`config.mk`:
```
export PLATFORM = sky130hd
export DESIGN_NAME = delta_list_timer_queue_top
export DESIGN_NICKNAME = d
export VERILOG_FILES = /design/src/design/dltq_pkg.sv /design/src/design/delta_list_timer_queue_top.sv /design/src/design/dltq_ram.sv
export SDC_FILE = /design/constraint.sdc
export NUM_CORES = 1
export LEC_CHECK = 0
export BUFFER_PORTS_ARGS = -buffer_cell sky130_fd_sc_hd__buf_4
export CAP_MARGIN = 0
export CELL_PAD_IN_SITES_DETAIL_PLACEMENT = 1
export CELL_PAD_IN_SITES_GLOBAL_PLACEMENT = 2
export CORE_MARGIN = 4
export CORE_UTILIZATION = 35
export CTS_CLUSTER_SIZE = 25
export DETAILED_ROUTE_END_ITERATION = 16
export PLACE_DENSITY_LB_ADDON = 0.1
export SETUP_SLACK_MARGIN = 0.5
export SYNTH_ARGS = -nofsm -noshare
export SYNTH_HDL_FRONTEND = slang
export SYNTH_SLANG_ARGS = --single-unit
```
`constraint.sdc`:
```
create_clock -name clk -period 6.7 [get_ports clk]
set_input_delay 0.335 -clock clk [delete_from_list [all_inputs] [get_ports clk]]
set_output_delay 0.335 -clock clk [all_outputs]
set_load 0.005 [all_outputs]
```
`src/design/dltq_pkg.sv`:
```
package dltq_pkg;

	// Depth must stay a power of two: physical slot = head + offset, wrapping.
	localparam int QUEUE_DEPTH = 16;
	localparam int ID_BITS     = 8;
	localparam int TIME_BITS   = 16;
	localparam int IDX_BITS    = $clog2(QUEUE_DEPTH);
	localparam int CNT_BITS    = $clog2(QUEUE_DEPTH + 1);

	localparam logic [CNT_BITS-1:0]  CNT_FULL = CNT_BITS'(QUEUE_DEPTH);
	localparam logic [TIME_BITS-1:0] TIME_ONE = TIME_BITS'(1);

	localparam logic OP_ADD  = 1'b0;
	localparam logic OP_TICK = 1'b1;

	typedef struct packed {
		logic        op;
		logic [7:0]  task_id;
		logic [15:0] delay;
		logic [15:0] period;
	} cmd_word_t;

	typedef struct packed {
		logic       add_accepted;
		logic       expired;
		logic [7:0] expired_id;
	} rsp_word_t;

	typedef struct packed {
		logic [ID_BITS-1:0]   id;
		logic [TIME_BITS-1:0] delta;
		logic [TIME_BITS-1:0] period;
	} entry_t;

	typedef enum logic [2:0] {
		ST_IDLE,
		ST_TICK_CHK,
		ST_WALK_RD,
		ST_WALK_CMP,
		ST_SHIFT_RD,
		ST_SHIFT_WR,
		ST_PLACE,
		ST_FINISH
	} state_t;

endpackage

```
`src/design/delta_list_timer_queue_top.sv`:
```
// Delta-list timer queue, one command word in, one response word out.
// A tick on a non-empty queue that re-arms nothing passes ST_TICK_CHK, then ST_FINISH loads the response register.
// An add walks the stored entries and shifts the later ones up one slot, through the entry RAM
// and one shared subtractor; a re-arming tick does the same walk and shift after the pop.
// One word at a time: cmd_ready is high only when the sequencer is idle.
// arst_n clears the entry count, head pointer, sequencer and response valid; RAM is not cleared.
module delta_list_timer_queue_top
	import dltq_pkg::*;
(
	input  logic      clk,
	input  logic      arst_n,
	input  logic      cmd_valid,
	output logic      cmd_ready,
	input  cmd_word_t cmd,
	output logic      rsp_valid,
	input  logic      rsp_ready,
	output rsp_word_t rsp
);

	// Sequencer and queue bookkeeping
	state_t              state_q, state_d;
	logic [IDX_BITS-1:0] head_q, head_d;     // physical slot of the earliest entry
	logic [CNT_BITS-1:0] count_q, count_d;

	// Insert walk context
	logic [IDX_BITS-1:0]  pos_q, pos_d;      // logical insert position
	logic [IDX_BITS-1:0]  src_q, src_d;      // logical entry being moved up one slot
	logic [TIME_BITS-1:0] rem_q, rem_d;      // remaining delay
	logic [ID_BITS-1:0]   id_q, id_d;
	logic [TIME_BITS-1:0] per_q, per_d;
	rsp_word_t            res_q, res_d;

	// Response register
	logic      out_valid_q;
	rsp_word_t out_q;
	logic      load_out;

	// Entry RAM ports
	logic                ram_we, ram_re;
	logic [IDX_BITS-1:0] ram_wa, ram_ra;
	entry_t              ram_wd, rd_entry;
	logic [$bits(entry_t)-1:0] ram_rd;

	// Shared subtract/compare unit; top bit is the borrow
	logic [TIME_BITS-1:0] sub_a, sub_b;
	logic [TIME_BITS:0]   diff;

	assign diff     = {1'b0, sub_a} - {1'b0, sub_b};
	assign rd_entry = entry_t'(ram_rd);

	dltq_ram #(
		.WIDTH ($bits(entry_t)),
		.DEPTH (QUEUE_DEPTH)
	) u_ram (
		.clk     (clk),
		.we      (ram_we),
		.wr_addr (ram_wa),
		.wr_data (ram_wd),
		.rd_en   (ram_re),
		.rd_addr (ram_ra),
		.rd_data (ram_rd)
	);

	assign cmd_ready = (state_q == ST_IDLE);
	assign rsp_valid = out_valid_q;
	assign rsp       = out_q;

	always_comb begin
		state_d  = state_q;
		head_d   = head_q;
		count_d  = count_q;
		pos_d    = pos_q;
		src_d    = src_q;
		rem_d    = rem_q;
		id_d     = id_q;
		per_d    = per_q;
		res_d    = res_q;
		ram_we   = 1'b0;
		ram_wa   = head_q + pos_q;
		ram_wd   = rd_entry;
		ram_re   = 1'b0;
		ram_ra   = head_q;
		sub_a    = rem_q;
		sub_b    = rd_entry.delta;
		load_out = 1'b0;

		case (state_q)
			ST_IDLE: begin
				// Keep the head entry prefetched so a tick can test it next cycle.
				ram_re = 1'b1;
				ram_ra = head_q;
				if (cmd_valid) begin
					res_d = '0;
					if (cmd.op == OP_TICK) begin
						if (count_q == '0) begin
							state_d = ST_FINISH;
						end else begin
							state_d = ST_TICK_CHK;
						end
					end else begin
						id_d  = cmd.task_id;
						rem_d = cmd.delay;
						per_d = cmd.period;
						pos_d = '0;
						if (count_q == CNT_FULL) begin
							state_d = ST_FINISH;
						end else begin
							res_d.add_accepted = 1'b1;
							state_d            = ST_WALK_RD;
						end
					end
				end
			end

			ST_TICK_CHK: begin
				sub_a = rd_entry.delta;
				sub_b = TIME_ONE;
				if (rd_entry.delta != '0) begin
					ram_we       = 1'b1;
					ram_wa       = head_q;
					ram_wd       = rd_entry;
					ram_wd.delta = diff[TIME_BITS-1:0];
					state_d      = ST_FINISH;
				end else begin
					// Pop: advance head, report, re-arm if periodic.
					head_d             = head_q + IDX_BITS'(1);
					count_d            = count_q - CNT_BITS'(1);
					res_d.expired      = 1'b1;
					res_d.expired_id   = rd_entry.id;
					if (rd_entry.period != '0) begin
						id_d    = rd_entry.id;
						rem_d   = rd_entry.period;
						per_d   = rd_entry.period;
						pos_d   = '0;
						state_d = ST_WALK_RD;
					end else begin
						state_d = ST_FINISH;
					end
				end
			end

			ST_WALK_RD: begin
				if ({1'b0, pos_q} == count_q) begin
					state_d = ST_PLACE;
				end else begin
					ram_re  = 1'b1;
					ram_ra  = head_q + pos_q;
					state_d = ST_WALK_CMP;
				end
			end

			ST_WALK_CMP: begin
				// rem >= delta: pass this entry (equal times go behind it).
				sub_a = rem_q;
				sub_b = rd_entry.delta;
				if (!diff[TIME_BITS]) begin
					rem_d   = diff[TIME_BITS-1:0];
					pos_d   = pos_q + IDX_BITS'(1);
					state_d = ST_WALK_RD;
				end else begin
					src_d   = IDX_BITS'(count_q - CNT_BITS'(1));
					state_d = ST_SHIFT_RD;
				end
			end

			ST_SHIFT_RD: begin
				ram_re  = 1'b1;
				ram_ra  = head_q + src_q;
				state_d = ST_SHIFT_WR;
			end

			ST_SHIFT_WR: begin
				// Move up one slot; the entry that lands behind the new one loses rem.
				sub_a  = rd_entry.delta;
				sub_b  = rem_q;
				ram_we = 1'b1;
				ram_wa = head_q + src_q + IDX_BITS'(1);
				ram_wd = rd_entry;
				if (src_q == pos_q) begin
					ram_wd.delta = diff[TIME_BITS-1:0];
					state_d      = ST_PLACE;
				end else begin
					src_d   = src_q - IDX_BITS'(1);
					state_d = ST_SHIFT_RD;
				end
			end

			ST_PLACE: begin
				ram_we        = 1'b1;
				ram_wa        = head_q + pos_q;
				ram_wd.id     = id_q;
				ram_wd.delta  = rem_q;
				ram_wd.period = per_q;
				count_d       = count_q + CNT_BITS'(1);
				state_d       = ST_FINISH;
			end

			ST_FINISH: begin
				if (!out_valid_q || rsp_ready) begin
					load_out = 1'b1;
					state_d  = ST_IDLE;
				end
			end

			default: begin
				state_d = ST_IDLE;
			end
		endcase
	end

	always_ff @(posedge clk or negedge arst_n) begin
		if (!arst_n) begin
			state_q     <= ST_IDLE;
			head_q      <= '0;
			count_q     <= '0;
			out_valid_q <= 1'b0;
		end else begin
			state_q <= state_d;
			head_q  <= head_d;
			count_q <= count_d;
			if (load_out) begin
				out_valid_q <= 1'b1;
			end else if (rsp_ready) begin
				out_valid_q <= 1'b0;
			end
		end
	end

	always_ff @(posedge clk) begin
		pos_q <= pos_d;
		src_q <= src_d;
		rem_q <= rem_d;
		id_q  <= id_d;
		per_q <= per_d;
		res_q <= res_d;
		if (load_out) begin
			out_q <= res_q;
		end
	end

endmodule

```
`src/design/dltq_ram.sv`:
```
module dltq_ram #(
	parameter int WIDTH = 40,
	parameter int DEPTH = 16
) (
	input  logic                     clk,
	input  logic                     we,
	input  logic [$clog2(DEPTH)-1:0] wr_addr,
	input  logic [WIDTH-1:0]         wr_data,
	input  logic                     rd_en,
	input  logic [$clog2(DEPTH)-1:0] rd_addr,
	output logic [WIDTH-1:0]         rd_data
);

	logic [WIDTH-1:0] mem_q [DEPTH];

	always_ff @(posedge clk) begin
		if (we) begin
			mem_q[wr_addr] <= wr_data;
		end
	end

	always_ff @(posedge clk) begin
		if (rd_en) begin
			rd_data <= mem_q[rd_addr];
		end
	end

endmodule

```
### Word-level counts from Yosys, hierarchy flattened

Memory sizes are Yosys's and may differ from the RTL's. A register that Yosys moved wholly into a read port is not among the register bits.
Cells that the tools add are included.

* add/subtract/negate cells: 9
* eq/ne operators: 18
* mux-type cells: 59
* bitwise operators: 1
* reductions and logical operators: 22

Operators by type and width (count)
* $mux W16: 9
* $pmux W40 S3: 1
* $pmux W16 S2: 2
* $pmux W16 S3: 1
* $mux W4: 9
* $mux W32: 1
* $mux W8: 4
* $reduce_bool A16 Y1: 2
* $mux W3: 9
* $pmux W3 S8: 1
* $pmux W4 S2: 3
* $mux W9: 2
* $pmux W9 S2: 1
* $sub A16 B16 Y17: 1
* $ne A2 B2 Y1 const B: 8
* $pmux W8 S2: 1
* $add A4 B1 Y4 const B: 3
* $eq A3 B3 Y1 const B: 4
* $pmux W4 S3: 1
* $pmux W5 S2: 1
* $mux W1: 9
* $add A4 B4 Y4: 2
* $reduce_and A2 Y1: 4
* $reduce_bool A2 Y1: 4
* other kinds (21): 26

* bits in registers: 81
* RAM bits: 640
* bits of input ports: 45
* output and inout bits: 12
* word-level logic and storage cells: 125
* memories kept: 1

Memories
* u_ram.mem_q: words 16, width 40, read ports 1, clocked after memory_dff 1, write ports 1, RTL line dltq_ram.sv:14 `logic [WIDTH-1:0] mem_q [DEPTH];`

### Logic depth before layout (Yosys ltp)

* depth after elaboration: 6
* mapped depth: 16
* depth with buffers taken out: 13

### Hierarchy

From an unflattened synthesis, not the netlist that was laid out.

* cells, all modules: 1729
* area total of the unflattened synthesis: 31676.6 µm²

Modules (own cells, without submodules)
* dltq_ram: instances 1, cells an instance 1040, area each 25532.0 µm², seq. area each 20419.6 µm²
* delta_list_timer_queue_top: instances 1, cells an instance 689, area each 6144.6 µm², seq. area each 2367.3 µm²

### Worst setup path after synthesis

No wires, ideal clock.

* path kind: flip-flop to flip-flop
* start: register state_q[1]
* end: register pos_q[0] (enable)
* arrival time: 4808 ps
* data required time: 6252 ps
* setup slack: 1444 ps
* stages on the path, launching flop included: 16
* path buffers: 3
* path through: dfrtp_1 -> clkbuf_1 -> nor2b_1 -> clkbuf_1 -> clkbuf_1 -> a31oi_1 -> ha_1 -> inv_1 -> fa_1 -> a21oi_1 -> nand4b_1 -> a21oi_1 -> o22a_1 -> a221o_1 -> a211oi_1 -> nor4_1

* longest elaborated chain between the ends: 6
* elaborated cells on any way between the ends: 15

RTL lines
* start, declared: RTL line delta_list_timer_queue_top.sv:21 `state_t state_q, state_d;`
* start signal, assigned: RTL line delta_list_timer_queue_top.sv:218 `state_q <= state_d;`
* $eq A3 B3 Y1 / $eq A3 B1 Y1 (equally long branches): RTL line delta_list_timer_queue_top.sv:87 `case (state_q)`
* $reduce_or A2 Y1 (no line)
* $mux W16: RTL line delta_list_timer_queue_top.sv:87
* $sub A16 B16 Y17: RTL line delta_list_timer_queue_top.sv:48 `assign diff = {1'b0, sub_a} - {1'b0, sub_b};`
* $ne A2 B2 Y1 (no line)
* $reduce_and A6 Y1 (no line) *
* end signal, assigned: RTL line delta_list_timer_queue_top.sv:230 `pos_q <= pos_d;`
* end, declared: RTL line delta_list_timer_queue_top.sv:26 `logic [IDX_BITS-1:0] pos_q, pos_d;`

Mark *: on every way between the ends. The rest lies on a longest branch, timed or not.
A chain may end at the register's enable or synchronous reset.

### Worst setup path in the final report

* start: register state_q[0]
* end: register rem_q[0] (enable)

* longest elaborated chain between the ends: 6
* elaborated cells on any way between the ends: 15

RTL lines
* $eq A3 B3 Y1 / $eq A3 B1 Y1 (equally long branches): RTL line delta_list_timer_queue_top.sv:87
* $reduce_or A2 Y1 (no line)
* $mux W16: RTL line delta_list_timer_queue_top.sv:87
* $sub A16 B16 Y17: RTL line delta_list_timer_queue_top.sv:48
* $ne A2 B2 Y1 (no line)
* $reduce_and A6 Y1 (no line) *
* end signal, assigned: RTL line delta_list_timer_queue_top.sv:232 `rem_q <= rem_d;`
* end, declared: RTL line delta_list_timer_queue_top.sv:28 `logic [TIME_BITS-1:0] rem_q, rem_d;`

Marked as above.

==> results.md <==
* CTS HTree Levels at 3
* Multi-input gate area at 8212 um^2
* Clock-pin slew on the worst setup and hold paths at 0.06 ns
* Unrepaired setup endpoints after global routing: false
* Post-route cell area at 36340 um^2
* Std-Cell Rows at 109
* Met3 WL at 3974 um
* Tcrit/Tclk final at 0.7749
* Critical Path End Type: flop
* Initial Util at 0.3530
* Die H at 306.5 um
* Initial antenna violation count at 6
* Worst-Skew Late Latency at 0.64 ns
* GR Util All Layers at 0.1922
* Vias per cell at 5.434
* Ys flop type: edfxtp_1
* Post-DP HPWL at 53020 um
* Max FO, Critical Path at 28
* Root Buffer: clkbuf_16
* Req. time, crit path at 7.04 ns
* Syn_area_per_cell at 18.52 um^2
* Max Used Layer: met4
* Final count of hold timing violations at 0
* CTS tree: yes
* Final hold slack at 0.02106 ns
* Slew @ Worst Pin at 1.132 ns
* WL met1 at 41570 um
* Vias post-DR at 16520
* Post-synthesis cell count at 1684
* WP data arrival at 5.53 ns
* Total wire length at 90090 um
* Synth Warn # at 0
* Total power per unit cell area at 536.0 nW/um^2
* 1st-iter DRT viols at 1476
* Die width at 306.5 um
* Max Fclk at 192.6 MHz
* Setup-failing EPs final at 0
* Routed wire length per instance at 29.63 um
* Clk sinks at 761
* Nets at 1887
* Minimum clock period at 5.192 ns
* Unique masters post-synth at 64
* TritonCTS buffer count at 84
* Final TNS setup at 0 ns
* Core area at 88370 um^2
* R2R setup slack at 1.51 ns
* FF+latch count, synth at 761
* Max_cap viols at 0
* Kind of critical path: reg -> reg
* Gpl congestion at 0.7694
* Relative slew slack at 0.2439
* Post-synth EDFFs at 748
* CTS max path bufs at 3
* Status: finished clean
* Pin count of the biggest net entering global routing at 122
* Storage cell area at 22790 um^2
* Layout cell share with drive strength beyond 1 at 0.2433
* Fin util at 0.4112
* First-pass detailed-route iteration total at 5
* Synth-to-layout area growth at 16.48%
* I/O Buffers at 56
* Post-synth ARST share at 0.01708
* Leak Pwr at 11.90 nW
* Syn Std Cell Area at 31190 um^2
* VDD IR-drop max at 0.0002783 V
* Antenna-violating nets left at 0
* Net Count, Synth at 1761
* Post-DP Area at 33410 um^2
* Global route overflow at 0
* CP Launch Type: flop
* Die area at 93970 um^2
* Global-route wire length before repair at 130500 um
* Count of pins over their slew limit at 0
* WL met2 at 42660 um
* Io pins at 57
* Register area share after synthesis at 0.7305
* Filler cell count at 8529
* Layout Skew at 0.02721 ns
* DRC at 0
* Hold crit path type: in -> reg
* Vias in the first global route at 17870
[repair_timing]
item | 4_1_cts | 5_1_grt
endpoints found under the hold margin | 30 | 0
hold buffers | 18 | 0
setup buffers | 0 | 0
resized for setup | 0 | 0
[cell usage in the layout (no fill, tap or decap), drive strengths merged, types with 8 or more instances in the layout]
master	synthesis	final
nor4	9	9
ha	29	29
a22o	43	43
nand3	13	13
and3	28	28
clkbuf	52	104
bufinv	0	8
nor2	55	55
clkinv	0	30
xor2	11	11
mux2	24	24
a21oi	42	42
nand2	170	170
nand2b	9	9
a21o	14	14
dlygate4sd3	0	18
mux4	160	160
edfxtp	748	748
a221o	43	43
dfrtp	13	13
o21ai	30	30
inv	15	20
buf	35	109
mux2i	11	11
xnor2	30	30
a22oi	17	17
[registers in the layout (all words and copies together) (netlist names)]
register and count:
res_q 10, head_q 4, pos_q 4, rem_q 16, src_q 4, rsp_valid 1, count_q 5, u_ram.rd_data 40
rsp 10, per_q 16, state_q 3, u_ram.mem_q 640, id_q 8
[worst paths after layout]
| kind | end | depth (start not counted) | from |
|---|---|---|---|
| worst min register to register | rsp[4] | 0 | res_q[4] |
| worst max-delay path | rem_q[0] | 13 | state_q[0] |
| max in group asynchronous | state_q[1] | 2 | arst_n |
| worst max register to register | rem_q[0] | 13 | state_q[0] |
| worst min-delay path | per_q[13] | 2 | cmd[13] |
| min in group asynchronous | head_q[3] | 2 | arst_n |
[synthesized netlist by cell type (3+ instances only)]
| library cell | count | area, um^2 |
|---|---|---|
| edfxtp_1 | 748 | 22460 |
| nand2_1 | 170 | 638.1 |
| mux4_2 | 160 | 3603 |
| nor2_1 | 54 | 202.7 |
| clkbuf_1 | 52 | 195.2 |
| a221o_1 | 43 | 430.4 |
| a22o_1 | 43 | 376.6 |
| a21oi_1 | 42 | 210.2 |
| o21ai_0 | 30 | 150.1 |
| xnor2_1 | 30 | 262.8 |
| ha_1 | 29 | 362.9 |
| and3_1 | 28 | 175.2 |
| mux2_2 | 24 | 270.3 |
| buf_2 | 23 | 115.1 |
| a22oi_1 | 17 | 127.6 |
| a21o_1 | 14 | 105.1 |
| inv_1 | 14 | 52.55 |
| dfrtp_1 | 13 | 325.3 |
| nand3_1 | 13 | 65.06 |
| mux2i_1 | 11 | 110.1 |
| xor2_1 | 11 | 96.34 |
| buf_1 | 9 | 33.78 |
| nand2b_1 | 9 | 56.30 |
| nor4_1 | 9 | 56.30 |
| a211oi_1 | 7 | 52.55 |
| nor3_1 | 7 | 35.03 |
| and2_1 | 6 | 37.54 |
| o211ai_1 | 6 | 45.04 |
| nor2b_1 | 5 | 31.28 |
| nand4_1 | 4 | 25.02 |
| a31oi_1 | 3 | 18.77 |
| fa_1 | 3 | 60.06 |
| nand3b_1 | 3 | 22.52 |
| o21a_1 | 3 | 22.52 |
| o221ai_1 | 3 | 26.28 |
| or2_2 | 3 | 18.77 |
[critical path, cell delays in order (launching register included)]
cell	delay (ns)
dfrtp_1	0.74
nor2b_4	0.66
buf_4	0.38
nand2_1	0.08
nand2_1	0.07
ha_1	0.28
a21o_1	0.20
a2111oi_0	0.58
a21oi_1	0.16
o22a_1	0.23
a221o_1	0.36
a211oi_1	0.78
nor4_2	0.09
buf_4	0.26
[final cells by class]
cell class / instances / area share
Tap cell: 1165 / 0.04012
Inverter: 15 / 0.001550
Clock buffer: 104 / 0.06164
Antenna cell: 1 / 0.00006887
Sequential cell: 761 / 0.6271
Timing Repair Buffer: 127 / 0.02954
Multi-Input combinational cell: 821 / 0.2260
Clock inverter: 46 / 0.01395
[stage by stage]
step,power [mW],worst slack (ns),cells
6_report,19.48,1.508,3040
5_1_grt,20.56,1.047,3039
4_1_cts,19.75,1.461,3039
3_5_place_dp,15.06,1.512,2871
3_3_place_gp,14.92,1.552,2871
2_1_floorplan,12.26,1.444,1684
[power by group]
| group | internal [mW] | switching [mW] |
|---|---|---|
| combinational | 2.47 | 4.47 |
| sequential | 7.36 | 0.542 |
| clock | 2.70 | 1.93 |
[cells by family (layout without fill, tap and decap cells)]
logic type | count (synthesis) | after routing | share of synthesized area
flops | 761 | 761 | 0.7305
other cells | 0 | 1 | 0
buf+inv | 102 | 292 | 0.01380
xor+xnor | 41 | 41 | 0.01151
compound gates | 237 | 237 | 0.05812
mux | 195 | 195 | 0.1277
simple gates | 316 | 316 | 0.04484
fa+ha+maj | 32 | 32 | 0.01356
[metal layers]
| metal | vias up | global-route usage |
|---|---|---|
| li1 | 7137 | - |
| met1 | 8929 | 0.2777 |
| met2 | 331 | 0.3098 |
| met3 | 121 | 0.02707 |
| met4 | 0 | 0.04786 |
| met5 | - | 0 |
Note: power is estimated with default switching activity, not from simulation.
